--- src/rtl/mvbm_pkg.sv ---
// ============================================================================
// mvbm_pkg
// Shared types and constants for the mesh volume / body measure block.
// ============================================================================
package mvbm_pkg;

    localparam int COORD_W = 24;
    localparam int ACC_W   = 62;
    localparam int VOL_W   = 48;
    localparam int MEAS_W  = 40;
    localparam int DENS_W  = 16;

    localparam logic [DENS_W-1:0] DENSITY_RESET = 16'd1026;
    // 256e9 = 5^9 * 2^17
    localparam logic [20:0] FIVE_POW9 = 21'd1953125;
    localparam int          ROOT_SHIFT = 17;

    localparam logic signed [ACC_W-1:0] ACC_MAX = {1'b0, {(ACC_W-1){1'b1}}};
    localparam logic signed [ACC_W-1:0] ACC_MIN = {1'b1, {(ACC_W-1){1'b0}}};
    // 6 * 2^40: magnitudes at or above this clip the volume
    localparam logic [ACC_W-1:0] VOL_LIMIT = 62'd6 << 40;

    typedef struct packed {
        logic                       last;
        logic signed [COORD_W-1:0]  cz;
        logic signed [COORD_W-1:0]  cy;
        logic signed [COORD_W-1:0]  cx;
        logic signed [COORD_W-1:0]  bz;
        logic signed [COORD_W-1:0]  by_coord;
        logic signed [COORD_W-1:0]  bx;
        logic signed [COORD_W-1:0]  az;
        logic signed [COORD_W-1:0]  ay;
        logic signed [COORD_W-1:0]  ax;
    } tri_t;

    typedef struct packed {
        logic              saturated;
        logic [MEAS_W-1:0] body_measure;
        logic [VOL_W-1:0]  volume;
    } res_t;

endpackage

--- src/rtl/mvbm_front.sv ---
// ============================================================================
// mvbm_front
// Input stage: two-entry triangle queue between the stream port and the
// arithmetic sequencer.
// ============================================================================
module mvbm_front (
    input  logic              clk,
    input  logic              rst_n,
    input  logic              in_valid,
    output logic              in_ready,
    input  mvbm_pkg::tri_t    in_item,
    output logic              out_valid,
    input  logic              out_ready,
    output mvbm_pkg::tri_t    out_item
);

    mvbm_pkg::tri_t mem [2];
    logic       wr_ptr_reg, wr_ptr_next;
    logic       rd_ptr_reg, rd_ptr_next;
    logic [1:0] count_reg, count_next;
    logic       push, pop;

    assign in_ready  = (count_reg != 2'd2);
    assign out_valid = (count_reg != 2'd0);
    assign out_item  = mem[rd_ptr_reg];
    assign push      = in_valid && in_ready;
    assign pop       = out_valid && out_ready;

    always_comb
    begin
        wr_ptr_next = push ? ~wr_ptr_reg : wr_ptr_reg;
        rd_ptr_next = pop ? ~rd_ptr_reg : rd_ptr_reg;
        count_next  = count_reg + {1'b0, push} - {1'b0, pop};
    end

    always_ff @(posedge clk)
    begin
        if (push)
        begin
            mem[wr_ptr_reg] <= in_item;
        end
    end

    always_ff @(posedge clk or negedge rst_n)
    begin
        if (!rst_n)
        begin
            wr_ptr_reg <= 1'b0;
            rd_ptr_reg <= 1'b0;
            count_reg  <= 2'd0;
        end
        else
        begin
            wr_ptr_reg <= wr_ptr_next;
            rd_ptr_reg <= rd_ptr_next;
            count_reg  <= count_next;
        end
    end

endmodule

--- config.mk ---
export PLATFORM = sky130hd
export DESIGN_NAME = mvbm_front
export DESIGN_NICKNAME = d
export VERILOG_FILES = /design/src/rtl/mvbm_pkg.sv /design/src/rtl/mvbm_front.sv
export SDC_FILE = /design/constraint.sdc
export NUM_CORES = 1
export LEC_CHECK = 0
export ABC_AREA = 0
export BUFFER_PORTS_ARGS = -buffer_cell sky130_fd_sc_hd__buf_2
export CAP_MARGIN = 20
export CORE_ASPECT_RATIO = 0.75
export CORE_UTILIZATION = 55
export CTS_CLUSTER_DIAMETER = 80
export DETAILED_ROUTE_END_ITERATION = 7
export MAX_ROUTING_LAYER = met4
export PLACE_DENSITY = 0.82
export SLEW_MARGIN = 20
export SYNTH_ARGS = -nofsm -noshare
export SYNTH_HDL_FRONTEND = slang
export SYNTH_SLANG_ARGS = --single-unit
export TNS_END_PERCENT = 10
--- constraint.sdc ---
create_clock -name clk -period 15.1 [get_ports clk]
set_input_delay 2.265 -clock clk [delete_from_list [all_inputs] [get_ports clk]]
set_output_delay 2.265 -clock clk [all_outputs]
set_load 0.02 [all_outputs]
# Word-level counts from Yosys, hierarchy flattened
# Memory sizes are Yosys's and may differ from the RTL's.
# Cells that the tools add are included.
# Widths: inputs -> output; s select.
# word_totals
output_inout_bits	219
mem_count	1
in_bits	221
word_cells	14
mem_bits_rw	434
ff_bits	4
# classes
bitwise_logic	2
muxes	2
eq_ne	1
reduce_logical	3
addsub	2
# mem_list
name	depth	word_bits	rd	rd_clocked_by_memory_dff	write_ports	line	rtl
mem	2	217	1	0	1	mvbm_front.sv:17	mvbm_pkg::tri_t mem [2];
# ops
operator	count
$add 2x1->2	1
$logic_and 1x1->1	2
$mux 1	2
$ne 2x2->1 const B	1
$not 1->1	2
$reduce_bool 2->1	1
$sub 2x1->2	1

# Depth between registers and ports, before layout
# depth
ltp_word	4
mapped_depth	7
ltp_nobuf	7

# Worst setup path after synthesis
# Ideal clock, no wire load.
# synth_path
kind	input -> register
startpoint	in in_valid
endpoint	mem mem[0][0] (netlist name) (enable)
setup_ns	0.799
arrival_ns	11.358
n_path_buf	0
t_required_ns	14.301
setup_slack_ns	2.943
path_stages	2
path_cell_list	nand2_1 nor2_1
# synth_via
elab_chain_cells	3
# synth_lines
element	line	rtl
from (decl)	mvbm_front.sv:9	input logic in_valid,
$logic_and 1x1->1	mvbm_front.sv:26	assign push = in_valid && in_ready;
$mux 1	mvbm_front.sv:38	if (push)
$mux 1 (implied by the code)	mvbm_front.sv:40	mem[wr_ptr_reg] <= in_item;
to (decl)	mvbm_front.sv:17	
# No other way between the ends.

==> metrics.md <==
| Metric | Value |
|---|---|
| Min-Delay Startpoint | count_reg[0]$_DFF_PN0_ |
| Clock-pin slew on the worst setup and hold paths | 0.06 ns |
| WP data required | 12.84 ns |
| Post-synth EDFFs | 434 |
| # IOs | 440 |
| Max Root-Sink Buffers | 3 |
| Crit-path cells | buf_4 -> buf_16 -> mux2_2 -> buf_2 |
| Max reg flops | 434 |
| Slowest cell on crit path | dfrtp_4 |
| Vias in the first global route | 8234 |
| Crit path DAT | 2.84 ns |
| Routed vias | 8182 |
| Share of cells above drive strength 1 | 0.605 |
| Sequential share of the synthesized area | 0.806 |
| Num CTS Buffers | 41 |
| Num Clock Sinks | 438 |
| M2 GR Usage | 0.346 |
| Pleak | 7.76 nW |
| #FFs+latches synth | 438 |
| First-pass GRT wire length | 45.9 mm |
| Hold Crit Depth | 1 |
| DRT Pass-1 Iters | 5 |
| Syn avg cell area | 23.5 um2 |
| Comb pwr share | 0.343 |
| Hold-fix buffers, CTS | 0 |
| Final Hold Vio Count | 0 |
| Top-area cell type share of the netlist area | 0.800 |
| Status | finished clean |
| Top post-synthesis cells by area | edfxtp_1, mux2_4, mux2_2 |
| Setup TNS | 0 ns |
| NumNets Final | 1382 |
| Floorplan core area | 29100 um2 |
| Most used routing layer | met2 |
| DR WL/cell | 20.2 um |
| Post-CTS Setup Inserts | 0 |
| Post-cts resize count | 0 |
| CTS tree | yes |
| Sequential fraction of design power | 0.428 |
| Peak VDD IR | 0.143 mV |
| Ys async rst share | 0.00913 |
| Min-Delay Path Class | register to register |
| Initial Util | 0.559 |
| Synth warn | 0 |
| RSZ-0062 raised after global routing | no |
| Gpl congestion | 0.760 |
| Clk root buf | clkbuf_16 |
| Critical Path Max Stage Delay | 0.83 ns |
| Most common cell in the netlist | edfxtp_1 |
| Vias/cell | 5.16 |
| Crit Path Class | register to output port |
| Port buffer count | 439 |
| Slew @ Worst Pin | 1.07 ns |
| Final Power | 0.00409 W |
| Netlist cell types | 18 |
| Finish-stage setup viols | 0 |
| Crit path launch | rd_ptr_reg$_DFFE_PN0P_ |
| Mapped Area | 16300 um2 |
| Total gr overflow | 0 |
| Slew Viols, Final | 0 |
| Post-synth top cells | edfxtp_1, mux2_2, mux2_4 |
| Die ar. | 30300 um2 |
| Clock Skews | 0.0154 ns |
| Final worst path period need | 5.11 ns |
| Clk pwr share | 0.229 |
| Max frequency | 0.196 GHz |
| M1 GR Usage | 0.244 |
| Area grow syn2layout | 23.2% |
| DRC | 0 |
| Die Ht | 151 um |
| Total track usage | 0.209 |
| Clock Latency Late Sink | 0.52 ns |
| Routed Antenna Nets | 0 |
| DR iter-0 viols | 488 |
| Startpoint Class | register |
| Final period utilization | 0.338 |
| # H-tree levels | 2 |
| Site Rows | 54 |
| Initial antenna violation count | 7 |
| Slew headroom | 0.290 |
| P per Cell Area | 204 nW/um2 |
| Reg2reg start | count_reg[1]$_DFF_PN0_ |
| Die width | 201 um |
| HPWL after DPL | 21.4 mm |
| Largest net degree at the start of global routing | 80 |
| Worst r2r path cells | 4 |
| Max cap viols | 0 |
| Main synth FF type | edfxtp_1 |
| WL final | 32.0 mm |
| Internal power | 0.00277 W |
| Sw power | 0.00132 W |
| Largest area contributor in the netlist | edfxtp_1 |
| Crit path max fanout | 49 |
| Mapped Cells | 692 |
| Met3 Use GR | 0.0710 |
| Total nets after synthesis | 915 |
| Switching Fraction | 0.323 |
| CP endpoint kind | output port |
-- area by class of cell --
cell class	instances	area, um2
clock buffers	54	1070
diodes	9	22.5
multi-input cells	229	2920
clock inverters	14	120
well taps	392	490
flip-flops and latches	438	13100
repair buffers	448	2290
inverters	1	3.75
fillers	1819	9060
-- power groups by stage --
stage | clock, W | combinational [W] | sequential (W)
global placement | 0 | 0.00140 | 0.00176
detailed placement | 0 | 0.00142 | 0.00178
CTS | 0.000957 | 0.00142 | 0.00176
floorplan | 0 | 0.00105 | 0.00182
global route | 0.000996 | 0.00148 | 0.00177
finish | 0.000937 | 0.00140 | 0.00175
-- worst max-delay path, delay by kind of cell (launching register included) --
family | cells | cell delay (ns)
buf+inv | 3 | 1.06
flops | 1 | 0.83
mux | 1 | 0.39
-- cells by family (layout without fill, tap and decap cells) --
kind of cell | count (synthesis) | in the layout | synth area share
simple gates | 6 | 6 | 0.00200
mux | 217 | 217 | 0.173
fa+ha+maj | 2 | 2 | 0.00154
xor+xnor | 4 | 4 | 0.00215
other cells | 0 | 9 | 0
flops | 438 | 438 | 0.806
buf+inv | 25 | 517 | 0.0148
-- final timing paths --
check                                    endpoint  slack (ns)
hold / removal             count_reg[0]$_DFF_PN0_        0.52
setup reg to reg            mem[1][137]$_DFFE_PP_       11.39
setup / recovery                     out_item[32]        9.99
hold reg to reg            count_reg[0]$_DFF_PN0_        0.52
max in group asynchronous  rd_ptr_reg$_DFFE_PN0P_       13.42
min in group asynchronous  wr_ptr_reg$_DFFE_PN0N_        1.54
-- routing by layer --
| layer | up-vias | routed length (um) |
|---|---|---|
| met4 | 0 | 729 |
| li1 | 3707 | - |
| met1 | 4076 | 12300 |
| met3 | 63 | 2800 |
| met2 | 336 | 16200 |
| met5 | - | 0 |
-- layout by cell type, fill, tap and decap left out, drive strengths merged --
cell type  netlist  routed
buf             24     448
edfxtp         434     434
mux2           217     217
clkbuf           0      54
clkinv           0      11
diode            0       9
dfrtp            4       4
xnor2            3       3
ha               2       2
bufinv           0       2
or2              1       1
and2             1       1
nand2b           1       1
nand2            1       1
inv              1       1
and3             1       1
nor2             1       1
xor2             1       1
clkinvlp         0       1
-- through the flow --
step / hold WS, ns / worst slack [ns] / utilization / cells / instance area [um2]
finish: 0.523 / 9.99 / 0.689 / 1585 / 20100
CTS: 0.529 / 9.80 / 0.688 / 1576 / 20000
floorplan: 0.461 / 2.94 / - / 692 / 16300
detailed placement: 0.512 / 9.56 / 0.647 / 1508 / 18800
global placement: 0.496 / 9.53 / 0.646 / 1507 / 18800
global route: 0.552 / 9.82 / 0.689 / 1583 / 20100
(Power assumes the default switching activity.)
